`src/hw/rtl/cad_lbt_pkg.sv`:
```
// Package: shared types and codes for the listen-before-talk sequencer.
package cad_lbt_pkg;

	localparam int CFG_IDX_W  = 3;
	localparam int CFG_DATA_W = 16;

	// Configuration register indexes
	localparam logic [CFG_IDX_W-1:0] CFG_CADS_PER_ATTEMPT  = 3'd0;
	localparam logic [CFG_IDX_W-1:0] CFG_MAX_ATTEMPTS      = 3'd1;
	localparam logic [CFG_IDX_W-1:0] CFG_CAD_TIMEOUT_TICKS = 3'd2;
	localparam logic [CFG_IDX_W-1:0] CFG_TIMEOUT_BUDGET    = 3'd3;
	localparam logic [CFG_IDX_W-1:0] CFG_BACKOFF_TICKS     = 3'd4;

	// Register reset values
	localparam logic [7:0]  CADS_PER_ATTEMPT_RST  = 8'd3;
	localparam logic [3:0]  MAX_ATTEMPTS_RST      = 4'd5;
	localparam logic [15:0] CAD_TIMEOUT_TICKS_RST = 16'd100;
	localparam logic [3:0]  TIMEOUT_BUDGET_RST    = 4'd3;
	localparam logic [15:0] BACKOFF_TICKS_RST     = 16'd500;

	typedef enum logic [1:0] {
		PH_IDLE    = 2'd0,
		PH_CAD     = 2'd1,
		PH_BACKOFF = 2'd2
	} phase_t;

	typedef enum logic [1:0] {
		CMD_NONE    = 2'd0,
		CMD_CAD     = 2'd1,
		CMD_RESTORE = 2'd2
	} radio_cmd_t;

	typedef struct packed {
		logic start_req;
		logic tick;
		logic cad_done;
		logic cad_detected;
	} lbt_in_t;

	typedef struct packed {
		logic [1:0] radio_command;
		logic       finished;
		logic       channel_clear;
		logic       busy_res;
	} lbt_out_t;

endpackage

```
`src/hw/rtl/cad_listen_before_talk.sv`:
```
// Listen-before-talk sequencer: CAD attempts, timeouts, backoff and verdict.
//
//  channel  | handshake               | payload
//  ---------+-------------------------+------------------------------------
//  item     | item_valid / item_stall | item   (start, tick, CAD flags)
//  result   | result_valid / stall    | result (command, verdict, busy)
//  cfg      | cfg_valid / cfg_ready   | cfg_index, cfg_data (write only)
//
// One request per cycle while the result is not stalled; the request is
// captured in the input register, then one pass of next-state logic updates
// the sequencer state and loads the result register.
// Reset clears the sequencer to idle and loads the register defaults.
// A stalled result holds in the result register; the input register drains
// into it whenever it is empty or being taken, so a stall backs up one deep.
// cfg_ready is always high; writes take effect on the next cycle.
module cad_listen_before_talk
	import cad_lbt_pkg::*;
(
	input  logic                  clk,
	input  logic                  arst_n,
	input  logic                  item_valid,
	output logic                  item_stall,
	input  lbt_in_t               item,
	output logic                  result_valid,
	input  logic                  result_stall,
	output lbt_out_t              result,
	input  logic                  cfg_valid,
	output logic                  cfg_ready,
	input  logic [CFG_IDX_W-1:0]  cfg_index,
	input  logic [CFG_DATA_W-1:0] cfg_data
);

	// Configuration registers
	logic [7:0]  cads_per_attempt_q;
	logic [3:0]  max_attempts_q;
	logic [15:0] cad_timeout_ticks_q;
	logic [3:0]  timeout_budget_q;
	logic [15:0] backoff_ticks_q;

	// Sequencer state
	phase_t      phase_q, phase_d;
	logic [7:0]  cads_left_q, cads_left_d;
	logic [3:0]  timeouts_left_q, timeouts_left_d;
	logic [3:0]  attempts_left_q, attempts_left_d;
	logic [15:0] elapsed_q, elapsed_d;
	logic        passed_q, passed_d;

	// Pipeline registers
	logic        valid_s1;
	lbt_in_t     item_s1;
	logic        valid_s2;
	lbt_out_t    result_s2;
	lbt_out_t    result_d;

	logic        move_s1;
	logic        take_s2;
	logic [15:0] elapsed_inc;
	logic [15:0] elapsed_new;
	radio_cmd_t  cmd_d;

	assign cfg_ready = 1'b1;

	// The input register moves on when the result register is free or emptying.
	assign take_s2    = valid_s2 && !result_stall;
	assign move_s1    = valid_s1 && (!valid_s2 || !result_stall);
	assign item_stall = valid_s1 && !move_s1;

	assign result_valid = valid_s2;
	assign result       = result_s2;

	// Register writes
	always_ff @(posedge clk or negedge arst_n) begin
		if (!arst_n) begin
			cads_per_attempt_q  <= CADS_PER_ATTEMPT_RST;
			max_attempts_q      <= MAX_ATTEMPTS_RST;
			cad_timeout_ticks_q <= CAD_TIMEOUT_TICKS_RST;
			timeout_budget_q    <= TIMEOUT_BUDGET_RST;
			backoff_ticks_q     <= BACKOFF_TICKS_RST;
		end else if (cfg_valid && cfg_ready) begin
			unique case (cfg_index)
				CFG_CADS_PER_ATTEMPT:  cads_per_attempt_q  <= cfg_data[7:0];
				CFG_MAX_ATTEMPTS:      max_attempts_q      <= cfg_data[3:0];
				CFG_CAD_TIMEOUT_TICKS: cad_timeout_ticks_q <= cfg_data;
				CFG_TIMEOUT_BUDGET:    timeout_budget_q    <= cfg_data[3:0];
				CFG_BACKOFF_TICKS:     backoff_ticks_q     <= cfg_data;
				default: begin
					// drop writes to unmapped indexes
				end
			endcase
		end
	end

	// Saturating millisecond count
	assign elapsed_inc = (elapsed_q != 16'hFFFF) ? elapsed_q + 16'd1 : elapsed_q;

	// Next state and result for the request held in the input register
	always_comb begin
		phase_d         = phase_q;
		cads_left_d     = cads_left_q;
		timeouts_left_d = timeouts_left_q;
		attempts_left_d = attempts_left_q;
		elapsed_d       = elapsed_q;
		passed_d        = passed_q;
		cmd_d           = CMD_NONE;
		elapsed_new     = elapsed_q;
		result_d        = '0;

		unique case (phase_q)
			PH_CAD: begin
				if (item_s1.cad_done) begin
					// A finished CAD restarts the wait; any tick with it is dropped.
					if (item_s1.cad_detected) begin
						passed_d = 1'b0;
						phase_d  = PH_BACKOFF;
					end else if (cads_left_q <= 8'd1) begin
						cads_left_d = '0;
						passed_d    = 1'b1;
						phase_d     = PH_BACKOFF;
					end else begin
						cads_left_d = cads_left_q - 8'd1;
						elapsed_d   = '0;
						cmd_d       = CMD_CAD;
					end
				end else if (item_s1.tick) begin
					elapsed_new = elapsed_inc;
					elapsed_d   = elapsed_inc;
					if (elapsed_new >= cad_timeout_ticks_q) begin
						if (timeouts_left_q <= 4'd1) begin
							timeouts_left_d = '0;
							passed_d        = 1'b0;
							phase_d         = PH_BACKOFF;
						end else begin
							timeouts_left_d = timeouts_left_q - 4'd1;
							elapsed_d       = '0;
							cmd_d           = CMD_CAD;
						end
					end
				end
				// Attempt end: count it, restore the radio, start the backoff.
				if (phase_d == PH_BACKOFF) begin
					if (attempts_left_q != 4'd0) begin
						attempts_left_d = attempts_left_q - 4'd1;
					end
					elapsed_d = '0;
					cmd_d     = CMD_RESTORE;
				end
			end
			PH_BACKOFF: begin
				elapsed_new = item_s1.tick ? elapsed_inc : elapsed_q;
				elapsed_d   = elapsed_new;
				if (elapsed_new >= backoff_ticks_q) begin
					priority if (passed_q) begin
						result_d.finished      = 1'b1;
						result_d.channel_clear = 1'b1;
						phase_d                = PH_IDLE;
						elapsed_d              = '0;
					end else if (attempts_left_q == 4'd0) begin
						result_d.finished = 1'b1;
						phase_d           = PH_IDLE;
						elapsed_d         = '0;
					end else begin
						cads_left_d     = cads_per_attempt_q;
						timeouts_left_d = timeout_budget_q;
						elapsed_d       = '0;
						passed_d        = 1'b0;
						phase_d         = PH_CAD;
						cmd_d           = CMD_CAD;
					end
				end
			end
			default: begin
				// Idle: a start request loads the attempt count and opens attempt one.
				phase_d = PH_IDLE;
				if (item_s1.start_req) begin
					attempts_left_d = max_attempts_q;
					cads_left_d     = cads_per_attempt_q;
					timeouts_left_d = timeout_budget_q;
					elapsed_d       = '0;
					passed_d        = 1'b0;
					phase_d         = PH_CAD;
					cmd_d           = CMD_CAD;
				end
			end
		endcase

		result_d.radio_command = cmd_d;
		result_d.busy_res      = (phase_d != PH_IDLE);
	end

	// Sequencer state advances once per request leaving the input register
	always_ff @(posedge clk or negedge arst_n) begin
		if (!arst_n) begin
			phase_q         <= PH_IDLE;
			cads_left_q     <= '0;
			timeouts_left_q <= '0;
			attempts_left_q <= '0;
			elapsed_q       <= '0;
			passed_q        <= 1'b0;
		end else if (move_s1) begin
			phase_q         <= phase_d;
			cads_left_q     <= cads_left_d;
			timeouts_left_q <= timeouts_left_d;
			attempts_left_q <= attempts_left_d;
			elapsed_q       <= elapsed_d;
			passed_q        <= passed_d;
		end
	end

	// Valid bits of the input and result registers
	always_ff @(posedge clk or negedge arst_n) begin
		if (!arst_n) begin
			valid_s1 <= 1'b0;
			valid_s2 <= 1'b0;
		end else begin
			if (item_valid && !item_stall) begin
				valid_s1 <= 1'b1;
			end else if (move_s1) begin
				valid_s1 <= 1'b0;
			end
			if (move_s1) begin
				valid_s2 <= 1'b1;
			end else if (take_s2) begin
				valid_s2 <= 1'b0;
			end
		end
	end

	// Payload registers: capture on accept, hold while stalled
	always_ff @(posedge clk) begin
		if (item_valid && !item_stall) begin
			item_s1 <= item;
		end
		if (move_s1) begin
			result_s2 <= result_d;
		end
	end

endmodule

```
`config.mk`:
```
export PLATFORM = sky130hd
export DESIGN_NAME = cad_listen_before_talk
export DESIGN_NICKNAME = d
export VERILOG_FILES = /design/src/hw/rtl/cad_lbt_pkg.sv /design/src/hw/rtl/cad_listen_before_talk.sv
export SDC_FILE = /design/constraint.sdc
export NUM_CORES = 1
export LEC_CHECK = 0
export BUFFER_PORTS_ARGS = -buffer_cell sky130_fd_sc_hd__buf_2
export CAP_MARGIN = 20
export CELL_PAD_IN_SITES_DETAIL_PLACEMENT = 1
export CELL_PAD_IN_SITES_GLOBAL_PLACEMENT = 1
export CORE_MARGIN = 2
export CORE_UTILIZATION = 47
export DETAILED_ROUTE_END_ITERATION = 8
export GPL_TIMING_DRIVEN = 0
export HOLD_SLACK_MARGIN = 0.05
export PLACE_DENSITY_LB_ADDON = 0.1
export SLEW_MARGIN = 30
export SYNTH_ARGS = -nofsm -noshare
export SYNTH_HDL_FRONTEND = slang
export SYNTH_SLANG_ARGS = --single-unit
```
`constraint.sdc`:
```
create_clock -name clk -period 5.5 [get_ports clk]
set_input_delay 0.55 -clock clk [delete_from_list [all_inputs] [get_ports clk]]
set_output_delay 0.55 -clock clk [all_outputs]
set_load 0.01 [all_outputs]
```
==> results of run 1 <==
per-layer routing:
layer	vias up	wire (um)	track usage, %
met1	2568	7659	34.82
met4	0	652	13.49
met3	41	507	3.504
li1	2412	-	-
met2	104	8403	46.04
met5	-	0	0
cell families (layout without fill, tap and decap cells):
group,count (synthesis),in the layout
multiplexers,18,18
AND/OR/NAND/NOR,206,206
other,1,2
flip-flops,94,94
XOR/XNOR,18,18
AO/OA/AOI/OAI,183,183
buffers and inverters,89,140
adder cells (fa/ha/maj),40,40
power by group through the flow:
stage	Combinational [mW]	Clock, mW	Sequential (mW)
final	0.889	0.714	0.980
after global routing	0.994	0.748	1.00
after detailed placement	0.872	0	0.990
after CTS	0.883	0.723	0.979
after global placement	0.818	0	0.978
after floorplan	0.613	0	0.958
cell type report:
class	count	area (um2)
Antenna cell	1	2.502
Buffer	30	128.9
Clock buffer	12	257.7
Clock inverter	4	75.07
Fill cell	1425	5444
Inverter	59	221.5
Multi-Input combinational cell	466	3102
Sequential cell	94	2416
Tap cell	168	210.2
Timing Repair Buffer	35	203.9
synth_stat cells (2+ instances only):
master      n
a211oi_1    3
a21o_1      3
a21oi_1    34
a221o_1     6
a22o_1     12
a22oi_1     2
a2bb2oi_1   4
a31oi_1     9
a32o_1      2
and3_1      9
and4_1      4
buf_1       2
buf_2       9
clkbuf_1   17
dfrtp_1    70
dfstp_2    15
edfxtp_1    9
ha_1       40
inv_1      59
mux2_2     16
nand2_1    82
nand2b_1    6
nand3_1    18
nand4_1     6
nor2_1     33
nor2b_1     5
nor3_1     13
nor4_1      6
nor4b_1     2
nor4bb_1    2
o211ai_1    7
o21a_1      2
o21ai_0    68
o21ai_1     2
o22a_1      2
o22ai_1     8
o311ai_0    2
o32ai_1     2
or2_2       2
or3_1       3
or3_4       2
or4_1       2
xnor2_1    12
xor2_1      6
worst max-delay path, cell delays in order (launching register included):
cell	delay, ns
dfrtp_1	0.45
ha_1	0.27
and4_1	0.18
and3b_1	0.16
buf_2	0.16
a211oi_4	0.45
and3_1	0.34
nand2_1	0.10
xnor2_1	0.21
ha_1	0.28
a21oi_1	0.14
o21ai_0	0.18
a2111oi_0	0.60
o21ai_1	0.50
o31ai_2	0.70
inv_1	0.10
a31oi_1	0.18
stage by stage:
| step | util, % | setup slack [ns] | power [mW] | instances |
|---|---|---|---|---|
| after floorplan | - | 1.635 | 1.572 | 649 |
| after global placement | 51.55 | 0.6942 | 1.796 | 851 |
| after detailed placement | 51.93 | 0.5858 | 1.862 | 852 |
| after CTS | 54.69 | 0.3271 | 2.585 | 868 |
| after global routing | 54.84 | 0.1345 | 2.742 | 868 |
| final | 54.87 | 0.4246 | 2.584 | 869 |
flip-flops by register name (all words and copies together) (netlist names), 2 cells and up:
name and count:
backoff_ticks_q 16, result 5, elapsed_q 16, timeouts_left_q 4
max_attempts_q 4, attempts_left_q 4, cads_per_attempt_q 8, cads_left_q 8
cad_timeout_ticks_q 16, timeout_budget_q 4, phase_q 2, item_s1 4
worst max-delay path by stage:
stage,endpoint,start,slack [ns],cells past startpoint
2_1_floorplan,elapsed_q[7],elapsed_q[0],1.63,16
3_3_place_gp,elapsed_q[7],elapsed_q[0],0.69,16
3_5_place_dp,elapsed_q[7],elapsed_q[0],0.59,16
4_1_cts,elapsed_q[7],elapsed_q[0],0.33,16
5_1_grt,elapsed_q[7],elapsed_q[0],0.13,16
6_report,elapsed_q[7],elapsed_q[0],0.42,16
==> summary.txt, run 1 <==
Timing
  – Post-route setup TNS: 0 ns
  – RSZ-0062 raised after global routing: false
  – Hold WS: 0.09192 ns
  – Slew Limit Headroom: about a third
  – Fin Clk Skew: 0.008491 ns
  – Fin. Hold Viols: 0
  – Period utilisation layout: slightly above 90%
  – Count of final setup violators: 0
  – Worst-margin pin slew: 1.006 ns
  – Count of pins over their slew limit: 0
  – Fmax: ~200 MHz
  – Min cycle time layout: 5.075 ns

Power and ir drop
  – Leak: 2.944 nW
  – VDD IR-drop max: 280.6 uV
  – Sw frac: a little under two fifths
  – Seq pwr share: 37.9%
  – Power Density: 390.4 nW/um2
  – Internal: 1.621 mW
  – Switch Pwr: slightly below 1 mW
  – Gate power share: 34.4%
  – Clk pwr share: around 28%

Synthesis
  – Syn. warnings: 0
  – Adder-cell share of the synthesized area: 8.574%
  – Dominant synthesized flop cell: dfrtp_1
  – Mapped Area: slightly below 6000 um2
  – Synth Area in Simple Gates: 17.49%
  – Synthesized Nets: slightly above 700
  – Mux cell area share after synthesis: roughly 3.5%
  – Ranking of synthesized cells by area: dfrtp_1 (30%), ha_1 (8.6%), dfstp_2 (6.8%), o21ai_0 (5.8%), nand2_1 (5.3%)
  – Post-synthesis compound-gate area fraction: 20.26%
  – Yosys top cell area share: ~30%
  – Post-synthesis sequential area ratio: 41.39%
  – Synthesized area per cell: 8.994 um2
  – Main combinational cell family by area after synthesis: compound AO/OA/AOI/OAI gates
  – Area share of xor/xnor cells in the synthesized design: ~2.7%
  – Share of async-settable or async-resettable flops after synthesis: 90.43%
  – Count of different cell masters after synthesis: 75
  – Syn Inst Count: 649
  – Yosys top cell by area: dfrtp_1
  – Synth Register Bits: 94
  – Post-synth EDFFs: 9

Floorplanning
  – Io pins: 36
  – Die height: 115.4 um
  – Core Area: 12060 um2
  – Initial Util: 48.39%
  – Die Area: 13330 um2
  – Die X: 115.4 um
  – Row count: 40

Clock network
  – Worst-case clock buffer depth: 2
  – Clock slew at reported path FFs: around 0.07 ns
  – Postcts setup bufs: 0
  – CTS Buf Count: 9
  – H-tree levels: 3
  – Post-CTS resize count: 0
  – Clk root buf: clkbuf_16
  – CTS Sinks: 94
  – CTS tree: yes
  – Clk_lat worst skew: 0.36 ns
  – Hold Buf Count CTS: 0

Routing
  – Routed wire length: 17.22 mm
  – Vias: between 5000 and 6000
  – DRT Pass-1 Iters: 4
  – Starting DRT DRC Count: 218
  – Post-DR wirelength/cell: 19.82 um
  – DR vias/cell: 5.898
  – ANT nets after route: 0
  – DRC viols: 0

Critical path
  – Crit path kind: reg2reg
  – Critical Path RT: 5.78 ns
  – R2R Path Start: elapsed_q[0]
  – FF-to-FF path depth: 16
  – Reg-to-Reg End: elapsed_q[7]
  – Startpoint Class: register
  – Flop-to-flop setup slack: 0.42 ns
  – Critical Path AT: 5.35 ns
  – Crit. End Element: register
  – Crit Path Max Fanout: 9

Global routing
  – Antenna violations before repair: 1
  – Largest net degree at the start of global routing: between 40 and 50
  – Total track usage: 27.35%
  – First-pass GRT wire length: 27.85 mm
  – Grt ovf: 0
  – Number of global-route vias before repair: 5324

Placement
  – Final Wtd Congestion: 0.8959
  – Detailed Place HPWL: 12.70 mm
  – Placed cell area: 6264 um2
  – Port Buffer Count: 34

Final layout
  – Commonest non-fill, non-tap cell in the layout: nand2_1
  – Share of layout cells above drive strength 1: 15.71%
  – Layout area overhead: 13.38%
  – Commonest non-fill, non-tap cells in the layout: nand2_1 (82), dfrtp_1 (70), o21ai_0 (68), inv_1 (59), buf_2 (42)
  – Final Instance Area: 6618 um2
  – Nets: about 760

Run status
  – Status: completed

Hold path
  – Hold/Removal Path Class: in2async

Job
  – # Max-Cap Violations: 0
No activity file was read; power rests on OpenSTA's default activity.
==> run 2, diff against run 1 <==
ABC_AREA = 1   (was unset)
CORE_UTILIZATION = 46   (was 47)
==> run 2 against run 1 <==
Global-route usage is 0.061 points higher. Count of clock-buffer cells in the layout is 2 lower. Combinational power rose by 6.7%. Cell area rose by 5.6%. Sequential power is 2.6% lower. Non-clock buffer count is 2 lower. Critical path type unchanged. Largest power group unchanged.
==> summary.txt, run 2 <==
Run status
  – Status: completed

Synthesis
  – Yosys top cell area share: 27.93%
  – Synthesized area per cell: 7.457 um2
  – Adder-cell share of the synthesized area: between 7 and 8%
  – Syn Inst Count: 841
  – Synth Register Bits: between 90 and 100
  – Yosys top cell by area: dfrtp_1
  – Post-synth EDFFs: 9
  – Most common cell in the netlist: nand2_1
  – Mux cell area share after synthesis: 0%
  – Dominant synthesized flop cell: dfrtp_1
  – Area share of xor/xnor cells in the synthesized design: under 10%
  – Synthesized Nets: 909
  – Top post-synthesis cells by count: nand2_1 (241), inv_1 (115), o21ai_0 (89)
  – Main combinational cell family by area after synthesis: simple AND/OR/NAND/NOR gates
  – Syn. warnings: 0
  – Ranking of synthesized cells by area: dfrtp_1 (28%), nand2_1 (14%), ha_1 (8.0%), o21ai_0 (7.1%), inv_1 (6.9%)
  – Share of async-settable or async-resettable flops after synthesis: 90.43%
  – Mapped Area: 6271 um2
  – Count of different cell masters after synthesis: 40
  – Post-synthesis compound-gate area fraction: 12.63%
  – Post-synthesis sequential area ratio: slightly below 40%
  – Synth Area in Simple Gates: 28.31%

Power and ir drop
  – VDD IR-drop max: 220.9 uV
  – Switch Pwr: slightly above 1 mW
  – Internal: 1.506 mW
  – Sw frac: between 40 and 50%
  – Power Density: 361.8 nW/um2
  – Gate power share: 37.5%
  – Clk pwr share: roughly 25%
  – Seq pwr share: between 30 and 40%
  – Leak: 3.628 nW

Timing
  – RSZ-0062 raised after global routing: false
  – Count of final setup violators: 0
  – Worst-margin pin slew: 0.5952 ns
  – Fin Clk Skew: 0.005830 ns
  – Fin. Hold Viols: 0
  – Post-route setup TNS: 0 ns
  – Final worst setup slack: 1.642 ns
  – Min cycle time layout: 3.858 ns
  – Count of pins over their slew limit: 0
  – Period utilisation layout: 70.14%
  – Fmax: ~260 MHz
  – Slew Limit Headroom: 60.32%

Critical path
  – Critical Path RT: 5.80 ns
  – Crit Path Max Fanout: 10
  – CP cell instances: ha_1 > nand2_1 > nor2_1 > nand2_1 > xor2_1 > nand3_2 > nand2_1 > inv_1 > ha_1 > nand2_1 > o21ai_0 > a21oi_1 > nand4_2 > buf_2 > nor2_1 > o21bai_1 > nand3_1 > nand2_1
  – Startpoint Class: register
  – CP Buf/Inv Count: 2
  – Most used cell, CP: nand2_1
  – Top delay family on crit path: simple AND/OR/NAND/NOR gates
  – CP max stage delay: 0.47 ns
  – Crit path kind: reg2reg
  – Crit. End Element: register
  – Critical Path AT: 4.16 ns
  – Crit-path slowest cell: dfrtp_1

Routing
  – Routed wire length: 18.47 mm
  – DRC viols: 0
  – ANT nets after route: 0
  – Starting DRT DRC Count: 290
  – Post-DR wirelength/cell: 17.29 um
  – Vias: 5673
  – DRT Pass-1 Iters: 4
  – DR vias/cell: 5.312

Floorplanning
  – Core Area: 13300 um2
  – Io pins: 36
  – Die Area: 14580 um2
  – Die height: 120.8 um
  – Row count: 42
  – Initial Util: 47.17%
  – Die X: roughly 120 um

Clock network
  – Clk_lat worst skew: between 0.3 and 0.4 ns
  – Post-CTS resize count: 0
  – Clock slew at reported path FFs: 0.07 ns
  – Hold Buf Count CTS: 0
  – CTS tree: yes
  – H-tree levels: 3
  – CTS Buf Count: 9
  – Clk root buf: clkbuf_16
  – Worst-case clock buffer depth: 2
  – CTS Sinks: between 90 and 100
  – Postcts setup bufs: 0

Final layout
  – Share of layout cells above drive strength 1: 14.46%
  – Commonest non-fill, non-tap cells in the layout: nand2_1 (241), inv_1 (115), o21ai_0 (89), dfrtp_1 (70), nor2_1 (53)
  – # fillers: 1743
  – Largest registers: backoff_ticks_q: 16 flops, cad_timeout_ticks_q: 16 flops, elapsed_q: 16 flops
  – Layout area overhead: 11.41%
  – Final core occ: 52.55%
  – Commonest non-fill, non-tap cell in the layout: nand2_1
  – Final Instance Area: 6987 um2
  – Inserted Diodes: 0
  – Nets: 955

Placement
  – Port Buffer Count: 34
  – Final Wtd Congestion: about 0.90
  – Detailed Place HPWL: 14.35 mm
  – Placed cell area: between 6000 and 7000 um2
  – Worst Setup Slack post-DPL: 1.771 ns

Global routing
  – First-pass GRT wire length: 31.26 mm
  – Antenna violations before repair: 0
  – Grt ovf: 0
  – Number of global-route vias before repair: around 6100
  – Total track usage: 27.41%
  – Largest net degree at the start of global routing: 45

Hold path
  – Hold/Removal Path Class: in2async

Job
  – # Max-Cap Violations: 0
==> run 2: stage by stage <==
| step | hold slack (ns) | power (mW) | std cells |
|---|---|---|---|
| 2_1_floorplan | 0.2544 | 1.611 | 841 |
| 3_3_place_gp | 0.4489 | 1.829 | 1051 |
| 3_5_place_dp | 0.4778 | 1.898 | 1052 |
| 4_1_cts | 0.1098 | 2.542 | 1068 |
| 5_1_grt | 0.1182 | 2.728 | 1068 |
| 6_report | 0.09809 | 2.528 | 1068 |
==> run 2: final cells by class <==
type                    instances  area (um2)  share of cell area [%]
repair buffers                 35       203.9                   2.919
multi-input cells             596        3238                   46.35
well taps                     176       220.2                   3.152
clock inverters                 6       41.29                  0.5910
plain buffers                  28       155.1                   2.221
flip-flops and latches         94        2416                   34.58
clock buffers                  10       250.2                   3.582
inverters                     123       461.7                   6.608
==> run 2: worst paths after layout <==
path | startpoint | to | slack [ns] | cells after the start
max | elapsed_q[0] | elapsed_q[9] | 1.64 | 18
min | arst_n | cads_left_q[5] | 0.1 | 1
max reg2reg | elapsed_q[0] | elapsed_q[9] | 1.64 | 18
min reg2reg | valid_s1 | result_valid | 0.49 | 2
max in group asynchronous | arst_n | max_attempts_q[2] | 4.79 | 2
min in group clk | item[3] | item_s1[3] | 0.36 | 1
==> run 2: cells by family after synthesis <==
family,count (synthesis)
other,1
flip-flops,94
adder cells (fa/ha/maj),40
XOR/XNOR,19
buffers and inverters,151
AO/OA/AOI/OAI,138
AND/OR/NAND/NOR,398
==> run 2: routing by layer <==
metal	up-vias	global-route usage [%]	share of wire, %	routed length, um
li1	2778	-	-	-
met1	2793	36.69	48	8855
met2	82	46.57	48	8897
met3	20	4.104	2.4	446
met4	0	6.831	1.5	269
met5	-	0	0	0
==> run 2: power groups by stage <==
stage | Sequential [mW] | Clock, mW | Combinational (mW)
after CTS | 0.954 | 0.636 | 0.952
final | 0.955 | 0.624 | 0.949
after floorplan | 0.939 | 0 | 0.672
after global routing | 0.973 | 0.668 | 1.09
after detailed placement | 0.964 | 0 | 0.934
after global placement | 0.954 | 0 | 0.876
